### config.mk
export PLATFORM = sky130hd
export DESIGN_NAME = base64_line_encoder_unit
export DESIGN_NICKNAME = d
export VERILOG_FILES = /design/src/hdl/b64le_pkg.sv /design/src/hdl/b64le_packer.sv /design/src/hdl/b64le_serializer.sv /design/src/hdl/base64_line_encoder_unit.sv
export SDC_FILE = /design/constraint.sdc
export NUM_CORES = 1
export LEC_CHECK = 0
export ABC_CLOCK_PERIOD_IN_PS = 9800
export BUFFER_PORTS_ARGS = -buffer_cell sky130_fd_sc_hd__buf_2
export CAP_MARGIN = 20
export CELL_PAD_IN_SITES_DETAIL_PLACEMENT = 1
export CELL_PAD_IN_SITES_GLOBAL_PLACEMENT = 1
export CORE_MARGIN = 1
export CORE_UTILIZATION = 28
export CTS_BUF_LIST = sky130_fd_sc_hd__clkbuf_8
export CTS_CLUSTER_DIAMETER = 200
export DETAILED_ROUTE_END_ITERATION = 10
export MAX_ROUTING_LAYER = met4
export PLACE_DENSITY = 0.56
export RECOVER_POWER = 25
export SLEW_MARGIN = 10
export SYNTH_ARGS = -nofsm -noshare
export SYNTH_HDL_FRONTEND = slang
export SYNTH_SLANG_ARGS = --single-unit
### constraint.sdc
create_clock -name clock -period 9.8 [get_ports clock]
set_clock_uncertainty 0.2 [all_clocks]
set_input_delay 2.45 -clock clock [delete_from_list [all_inputs] [get_ports clock]]
set_output_delay 2.45 -clock clock [all_outputs]
set_load 0.01 [all_outputs]
### src/hdl/b64le_pkg.sv
// ----------------------------------------------------------------------------
// b64le_pkg
// Shared types, character codes and the base64 symbol lookup.
// ----------------------------------------------------------------------------
`default_nettype none

package b64le_pkg;

   localparam int unsigned CHAR_W     = 7;
   localparam int unsigned GROUP_MAX  = 5;
   localparam int unsigned COUNT_W    = 3;

   localparam logic [CHAR_W-1:0] NL_CHAR  = 7'd10;
   localparam logic [CHAR_W-1:0] PAD_CHAR = 7'd61;

   localparam logic [COUNT_W-1:0] GROUP_CHARS    = 3'd4;
   localparam logic [COUNT_W-1:0] GROUP_CHARS_NL = 3'd5;

   localparam logic [5:0] GPL_RESET = 6'd15;

   // one encoded group, slot 0 goes out first
   typedef struct packed {
      logic [GROUP_MAX-1:0][CHAR_W-1:0] chars;
      logic                             eob;     // set on the newline in slot 4
      logic [COUNT_W-1:0]               nchars;  // 4 or 5
   } group_type;

   // map a 6-bit value to its symbol of the standard alphabet
   function automatic logic [CHAR_W-1:0] b64_symbol(input logic [5:0] v);
      logic [CHAR_W-1:0] r;
      if (v < 6'd26) begin
         r = 7'd65 + {1'b0, v};
      end else if (v < 6'd52) begin
         r = 7'd97 + ({1'b0, v} - 7'd26);
      end else if (v < 6'd62) begin
         r = 7'd48 + ({1'b0, v} - 7'd52);
      end else if (v == 6'd62) begin
         r = 7'd43;
      end else begin
         r = 7'd47;
      end
      return r;
   endfunction

endpackage

`default_nettype wire

### src/hdl/b64le_packer.sv
// ----------------------------------------------------------------------------
// b64le_packer
// Collects bytes into 3-byte groups, forms the four symbols plus padding
// and decides the line break. Holds the pending bytes and line position.
// ----------------------------------------------------------------------------
`default_nettype none

module b64le_packer (
   input  wire logic                 clock,
   input  wire logic                 reset,
   input  wire logic                 accept,
   input  wire logic [7:0]           data_byte,
   input  wire logic                 is_last,
   input  wire logic [5:0]           groups_per_line,
   output      logic                 emit,
   output      b64le_pkg::group_type group
);

   logic [7:0] pend0_ff, pend0_in;
   logic [7:0] pend1_ff, pend1_in;
   logic [1:0] phase_ff, phase_in;
   logic [5:0] lgc_ff,   lgc_in;

   logic [7:0] b0, b1, b2;
   logic [5:0] limit;
   logic [6:0] cnt;
   logic       newline;

   always_comb begin
      emit = is_last || (phase_ff >= 2'd2);

      b0 = (phase_ff == 2'd0) ? data_byte : pend0_ff;
      b1 = (phase_ff == 2'd1) ? data_byte : ((phase_ff >= 2'd2) ? pend1_ff : 8'd0);
      b2 = (phase_ff >= 2'd2) ? data_byte : 8'd0;

      limit   = (groups_per_line == 6'd0) ? 6'd1 : groups_per_line;
      cnt     = {1'b0, lgc_ff} + 7'd1;
      newline = is_last || (cnt >= {1'b0, limit});

      group.chars[0] = b64le_pkg::b64_symbol(b0[7:2]);
      group.chars[1] = b64le_pkg::b64_symbol({b0[1:0], b1[7:4]});
      group.chars[2] = (phase_ff >= 2'd1) ? b64le_pkg::b64_symbol({b1[3:0], b2[7:6]})
                                          : b64le_pkg::PAD_CHAR;
      group.chars[3] = (phase_ff >= 2'd2) ? b64le_pkg::b64_symbol(b2[5:0])
                                          : b64le_pkg::PAD_CHAR;
      group.chars[4] = b64le_pkg::NL_CHAR;
      group.eob      = is_last;
      group.nchars   = newline ? b64le_pkg::GROUP_CHARS_NL : b64le_pkg::GROUP_CHARS;

      pend0_in = pend0_ff;
      pend1_in = pend1_ff;
      phase_in = phase_ff;
      lgc_in   = lgc_ff;
      if (accept) begin
         if (!emit) begin
            // store the byte and advance the phase
            if (phase_ff[0]) begin
               pend1_in = data_byte;
            end else begin
               pend0_in = data_byte;
            end
            phase_in = phase_ff + 2'd1;
         end else begin
            pend0_in = 8'd0;
            pend1_in = 8'd0;
            phase_in = 2'd0;
            lgc_in   = newline ? 6'd0 : cnt[5:0];
         end
      end
   end

   always_ff @(posedge clock) begin
      pend0_ff <= pend0_in;
      pend1_ff <= pend1_in;
      if (reset) begin
         phase_ff <= 2'd0;
         lgc_ff   <= 6'd0;
      end else begin
         phase_ff <= phase_in;
         lgc_ff   <= lgc_in;
      end
   end

endmodule

`default_nettype wire

### src/hdl/b64le_serializer.sv
// ----------------------------------------------------------------------------
// b64le_serializer
// Group buffer of up to five characters drained one per cycle, while the rsp
// side is not stalled, into the response output register.
// ----------------------------------------------------------------------------
`default_nettype none

module b64le_serializer (
   input  wire logic                 clock,
   input  wire logic                 reset,
   input  wire logic                 load,
   input  wire b64le_pkg::group_type group,
   output      logic                 can_load,
   output      logic                 rsp_valid,
   input  wire logic                 rsp_ready,
   output      logic [6:0]           rsp_out_char,
   output      logic                 rsp_end_of_block
);

   localparam int unsigned GM = b64le_pkg::GROUP_MAX;
   localparam int unsigned CW = b64le_pkg::CHAR_W;

   logic [GM-1:0][CW-1:0]          chr_ff,  chr_in;
   logic [GM-1:0]                  eob_ff,  eob_in;
   logic [b64le_pkg::COUNT_W-1:0]  left_ff, left_in;
   logic                           vld_ff,  vld_in;
   logic [CW-1:0]                  och_ff,  och_in;
   logic                           oeb_ff,  oeb_in;

   logic out_free;
   logic move;

   always_comb begin
      out_free = !vld_ff || rsp_ready;
      move     = out_free && (left_ff != '0);
      can_load = (left_ff == '0) || ((left_ff == 3'd1) && out_free);

      chr_in  = chr_ff;
      eob_in  = eob_ff;
      left_in = left_ff;
      vld_in  = vld_ff;
      och_in  = och_ff;
      oeb_in  = oeb_ff;

      if (out_free) begin
         vld_in = 1'b0;
      end
      if (move) begin
         vld_in  = 1'b1;
         och_in  = chr_ff[0];
         oeb_in  = eob_ff[0];
         chr_in  = {{CW{1'b0}}, chr_ff[GM-1:1]};
         eob_in  = {1'b0, eob_ff[GM-1:1]};
         left_in = left_ff - 3'd1;
      end
      if (load) begin
         chr_in  = group.chars;
         eob_in  = {group.eob, {(GM-1){1'b0}}};
         left_in = group.nchars;
      end
   end

   always_ff @(posedge clock) begin
      chr_ff <= chr_in;
      eob_ff <= eob_in;
      och_ff <= och_in;
      oeb_ff <= oeb_in;
      if (reset) begin
         left_ff <= '0;
         vld_ff  <= 1'b0;
      end else begin
         left_ff <= left_in;
         vld_ff  <= vld_in;
      end
   end

   assign rsp_valid        = vld_ff;
   assign rsp_out_char     = och_ff;
   assign rsp_end_of_block = oeb_ff;

endmodule

`default_nettype wire

### src/hdl/base64_line_encoder_unit.sv
// ----------------------------------------------------------------------------
// base64_line_encoder_unit
// Streaming base64 encoder with a newline every groups_per_line groups (0 acts as 1) and after the last group.
// ----------------------------------------------------------------------------
//
//  channel | ports                                   | moves
//  --------+-----------------------------------------+-----------------------
//  req     | req_valid/ready, data_byte, is_last     | one raw byte per request
//  rsp     | rsp_valid/ready, out_char, end_of_block | one ASCII character
//  csr     | csr_valid/ready, groups_per_line        | line length in groups
//
//  A byte that only fills the pending group is taken in any cycle. A byte
//  that closes a group loads 4 or 5 characters into the group buffer; the
//  next such byte waits until the buffer drains, one character per cycle
//  while rsp is not stalled. The closing request loads the group buffer,
//  and the first character passes from there into the output register.
//  Reset is synchronous and clears the phase and the line position, empties
//  the buffer and the output register; the line length returns to 15. A
//  stalled rsp side holds back a closing byte while the buffer is not empty.
// ----------------------------------------------------------------------------
`default_nettype none

module base64_line_encoder_unit (
   input  wire logic       clock,
   input  wire logic       reset,
   input  wire logic       req_valid,
   output      logic       req_ready,
   input  wire logic [7:0] req_data_byte,
   input  wire logic       req_is_last,
   output      logic       rsp_valid,
   input  wire logic       rsp_ready,
   output      logic [6:0] rsp_out_char,
   output      logic       rsp_end_of_block,
   input  wire logic       csr_valid,
   output      logic       csr_ready,
   input  wire logic [5:0] csr_groups_per_line
);

   logic [5:0] gpl_ff, gpl_in;

   logic                 emit;
   logic                 can_load;
   logic                 req_accept;
   b64le_pkg::group_type group;

   // line length register, writes are always taken
   assign csr_ready = 1'b1;

   always_comb begin
      gpl_in = gpl_ff;
      if (csr_valid) begin
         gpl_in = csr_groups_per_line;
      end
   end

   always_ff @(posedge clock) begin
      if (reset) begin
         gpl_ff <= b64le_pkg::GPL_RESET;
      end else begin
         gpl_ff <= gpl_in;
      end
   end

   // a byte that emits nothing never waits on the buffer
   assign req_ready  = can_load || !emit;
   assign req_accept = req_valid && req_ready;

   b64le_packer u_packer (
      .clock           (clock),
      .reset           (reset),
      .accept          (req_accept),
      .data_byte       (req_data_byte),
      .is_last         (req_is_last),
      .groups_per_line (gpl_ff),
      .emit            (emit),
      .group           (group)
   );

   b64le_serializer u_serializer (
      .clock            (clock),
      .reset            (reset),
      .load             (req_accept && emit),
      .group            (group),
      .can_load         (can_load),
      .rsp_valid        (rsp_valid),
      .rsp_ready        (rsp_ready),
      .rsp_out_char     (rsp_out_char),
      .rsp_end_of_block (rsp_end_of_block)
   );

endmodule

`default_nettype wire

# Yosys cells after proc, flatten, opt, wreduce, memory -nomap -nowiden

Index checks and enable logic that the tools add are counted.

$add $sub $neg: 23
Order comparisons: 15
Equality and inequality tests: 7
Mux-type cells: 36
Reductions and logical operators: 21

Operators with widths:

| operator              | number |
|---|---|
| $mux W7               | 14 |
| $mux W28              | 2 |
| $lt A6 B6 Y1 const B  | 8 |
| $mux W8               | 6 |
| $add A6 B7 Y7 const A | 4 |
| $add A7 B6 Y7 const A | 4 |
| $add A7 B7 Y7 const A | 4 |
| $sub A6 B5 Y7 const B | 4 |
| $sub A6 B6 Y7 const B | 4 |
| $eq A6 B6 Y1 const B  | 4 |
| $lt A6 B5 Y1 const B  | 4 |
| $mux W3               | 6 |
| $mux W6               | 2 |
| $mux W5               | 2 |
| $add A6 B1 Y7 const B | 1 |
| $ge A7 B6 Y1          | 1 |
| $logic_not A6 Y1      | 1 |
| $reduce_and A2 Y1     | 3 |
| $reduce_bool A2 Y1    | 3 |
| $logic_or A1 B1 Y1    | 5 |
| $logic_and A1 B1 Y1   | 4 |
| $eq A3 B1 Y1 const B  | 1 |
| $logic_not A3 Y1      | 1 |
| $mux W1               | 3 |
| 10 further kinds      | 11 |

Register bits: 77
Input bits: 20
Output and inout port bits: 11
Logic and storage cells: 118

# Logic depth before layout (Yosys ltp)

Word-level depth: 10
Depth in mapped cells: 15
Depth with buffers taken out: 12

# Modules after synthesis

Synthesis repeated with hierarchy kept, for this count alone.

Cell total of the unflattened synthesis: 543
Area, all modules: 5452.7 µm²

By module, submodules not included:

| module                   | times used | cells an instance | area each (µm²) | sequential area each (µm²) |
|---|---|---|---|---|
| b64le_packer             | 1          | 384               | 3061.7          | 640.6 |
| b64le_serializer         | 1          | 135               | 2132.0          | 1481.4 |
| base64_line_encoder_unit | 1          | 24                | 259.0           | 120.1 |

# Worst setup path after synthesis

No wires, ideal clock.

Kind: input port to output port
Start point: input rsp_ready
End point: output req_ready
Arrival time: 3.048 ns
Data required time: 7.150 ns
Slack: 4.102 ns
Stages: 3
Buffers on the path: 0
Path through: nor2b_1 -> o21ai_1 -> or2_1

Word-level cells in the longest chain between the ends: 4

Ends and longest elaborated chain:

| what                | line                           | source |
|---|---|---|
| start, declared     | base64_line_encoder_unit.sv:31 | `input wire logic rsp_ready,` |
| $logic_or A1 B1 Y1  | b64le_serializer.sv:34         | `out_free = !vld_ff \|\| rsp_ready;` |
| $logic_and A1 B1 Y1 | b64le_serializer.sv:36         | `can_load = (left_ff == '0) \|\| ((left_ff == 3'd1) && out_free);` |
| $logic_or A1 B1 Y1  | b64le_serializer.sv:36         |  |
| $logic_or A1 B1 Y1  | base64_line_encoder_unit.sv:65 | `assign req_ready = can_load \|\| !emit;` |
| end, declared       | base64_line_encoder_unit.sv:27 | `output logic req_ready,` |

Every way passes these cells.

# Final worst setup path

Same ends and word-level chain as after synthesis.

==> impl_metrics.json <==
{
  "status": "finished with violations",
  "violations": "design-rule violations",
  "viasPerCell": 5.06,
  "hold_start": "u_serializer.chr_ff[2]$_DFFE_PP_",
  "final_common_cell": "nand2_1",
  "worstSetupStartpointType": "input pin",
  "wl_met1_um": 6300,
  "track_usage_pct": 15.9,
  "wl_met3_um": 312,
  "final_cell_mix": "60 x nand2_1, 53 x edfxtp_1, 44 x a21oi_1, 34 x ha_1, 33 x nor2_1",
  "routed_wl_um": 13200,
  "clkSlewWorstSetupHoldPaths_ns": 0.08,
  "grt-ovfl-total": 0,
  "peakVddDrop_v": 0.0000870,
  "maxClockFrequency_mhz": 162,
  "cts_hold_buf": 0,
  "synth_cell_types": 69,
  "max_stage_delay_ns": 0.29,
  "place.gp.congestion": 0.809,
  "drive_gt1_share_pct": 13.0,
  "cp_top_family": "simple AND/OR/NAND/NOR gates",
  "setup_ws_ns": 3.62,
  "top_layer": "met4",
  "ant_nets": 0,
  "insertion_delay_ns": 0.37,
  "die_x_um": 135,
  "ys.flop_type": "edfxtp_1",
  "slew_headroom_pct": 38.4,
  "cts_root_buffer": "clkbuf_8",
  "grt_max_degree": 33,
  "power_mw": 1.45,
  "pin_count": 31,
  "max-clock-path-buffers": 2,
  "setup_viol": 0,
  "r2r_slack_ns": 5.73,
  "antenna_found_initial": 0,
  "dpl.hpwl_um": 9660,
  "finish.utilization_pct": 31.5,
  "ys_warn_count": 0,
  "drt_iter0_drc": 207,
  "synthArstFlopShare_pct": 0,
  "dieArea_mm2": 0.0181,
  "drc": 1,
  "worst-setup-path-type": "input pin to output port",
  "cts_tree": "done",
  "hold_viol_final": 0,
  "coreArea_mm2": 0.0172,
  "start_util_pct": 28.6,
  "r2r_cells": 8,
  "netlist_area_mm2": 0.00493,
  "yosysTopAreaCell": "edfxtp_1",
  "tns_ns": 0,
  "final_area_mm2": 0.00543,
  "worst_ep_arrival_time_ns": 3.53,
  "ys_ff_latch": 76,
  "timing.critical_path.buf_inv": 2,
  "finalCritPeriodShare_pct": 63.1,
  "hold-path-cell-count": 0,
  "io_buffer_count": 29,
  "cts_made_buffers": 9,
  "hold_end": "u_serializer.rsp_out_char[2]$_DFFE_PP_",
  "path_common_cell": "buf_2",
  "post_cts_buffers": 0,
  "worstPathRequired_ns": 7.15,
  "row_count": 48,
  "cp_cell_sequence": "buf_2 -> nor2b_1 -> o21ai_0 -> or2_1 -> buf_2",
  "die_h_um": 135,
  "place_area_mm2": 0.00524,
  "tightest_slew_ns": 0.925,
  "synthesis.instances": 525,
  "num_vias": 3909,
  "drt-pass1-iter-count": 8,
  "worst_path_max_delay_cell": "or2_1",
  "p_leak_nw": 2.19,
  "synth_edf_count": 53,
  "hold_path_class": "flip-flop to flip-flop",
  "antenna_cells": 0,
  "rsz0062_at_grt": "no",
  "cts_resized": 0,
  "synthTopCellsByArea": "edfxtp_1 32%, dfxtp_1 9.3%, ha_1 8.6%",
  "ys_seq_area_share_pct": 41.6,
  "syn-num-nets": 579,
  "worstReg2RegEnd": "u_serializer.chr_ff[18]$_DFFE_PP_",
  "final_nets": 597,
  "cts.sinks": 76,
  "fin_crit_ns": 6.18,
  "critPathMaxFanout": 5,
  "slew_violations": 0,
  "cts_max_level": 3,
  "p_per_area_mw_per_mm2": 267,
  "grt_pass1_wl_um": 21600,
  "avgSynthCellArea_um2": 9.39,
  "yosys.area.top_type_share_pct": 32.3,
  "routed-wl-met2_um": 6480,
  "place_ws_ns": 3.69,
  "grt_pass1_vias": 4088,
  "cp-end-kind": "output port",
  "synthToLayoutAreaGrowth_pct": 9.99,
  "drv_cap": 0,
  "route.detailed.wl_per_inst_um": 17.1,
  "timing.rr.start": "u_packer.phase_ff[1]$_SDFFE_PP0P_"
}
-- layer usage --
metal  vias up  GRT usage [%]
met2        52           26.5
met3        15           3.38
met4         0           4.49
li1       1926              -
met1      1916           19.2
met5         -              -
-- cells by family after synthesis --
family / after synthesis / share of synthesized area (%)
buf+inv: 60 / 5.73
fa+ha+maj: 34 / 8.63
simple gates: 159 / 15.1
other cells: 1 / 0.0760
xor+xnor: 19 / 3.37
mux: 17 / 3.83
flops: 76 / 41.6
compound gates: 159 / 21.6
-- report_power, final --
| group | internal, mW | total [mW] | switching (mW) |
|---|---|---|---|
| Clock | 0.117 | 0.241 | 0.124 |
| Combinational | 0.216 | 0.640 | 0.424 |
| Sequential | 0.525 | 0.567 | 0.0418 |
-- area by class of cell --
class	count	area (um2)
fillers	1973	11800
multi-input cells	389	2600
flip-flops and latches	76	2050
well taps	225	282
repair buffers	35	178
clock buffers	9	124
inverters	32	120
clock inverters	7	68.8
-- how the worst max path moves through the flow --
stage                      from   endpoint  slack, ns  depth (start not counted)
floorplan             rsp_ready  req_ready       4.10                          3
global placement      rsp_ready  req_ready       3.75                          5
detailed placement  req_is_last  req_ready       3.69                          4
CTS                 req_is_last  req_ready       3.68                          4
global route          rsp_ready  req_ready       3.56                          5
finish                rsp_ready  req_ready       3.62                          5
-- Yosys cell counts, types with 9 or more instances --
cell type / number
nand2_1: 60
edfxtp_1: 53
a21oi_1: 44
ha_1: 34
nor2_1: 33
inv_1: 29
dfxtp_1: 23
o21ai_0: 18
nor3_1: 16
o21ai_1: 16
nand3_1: 14
xnor2_1: 14
buf_2: 13
mux2i_1: 13
a31oi_1: 12
a211oi_1: 9
-- flip-flops by register name, indices dropped and copies added, names as in the netlist --
| register | cells |
|---|---|
| u_serializer.chr_ff | 29 |
| gpl_ff | 6 |
| u_packer.pend1_ff | 8 |
| u_packer.lgc_ff | 6 |
| u_packer.pend0_ff | 8 |
| u_serializer.eob_ff | 5 |
| u_serializer.rsp_out_char | 7 |
| u_serializer.rsp_end_of_block | 1 |
| u_packer.phase_ff | 2 |
| u_serializer.left_ff | 3 |
| u_serializer.rsp_valid | 1 |
-- through the flow --
stage	cells	hold WS [ns]
2_1_floorplan	525	0.200
3_3_place_gp	755	0.202
3_5_place_dp	756	0.205
4_1_cts	772	0.223
5_1_grt	773	0.240
6_report	773	0.221
(Power assumes the default switching activity.)
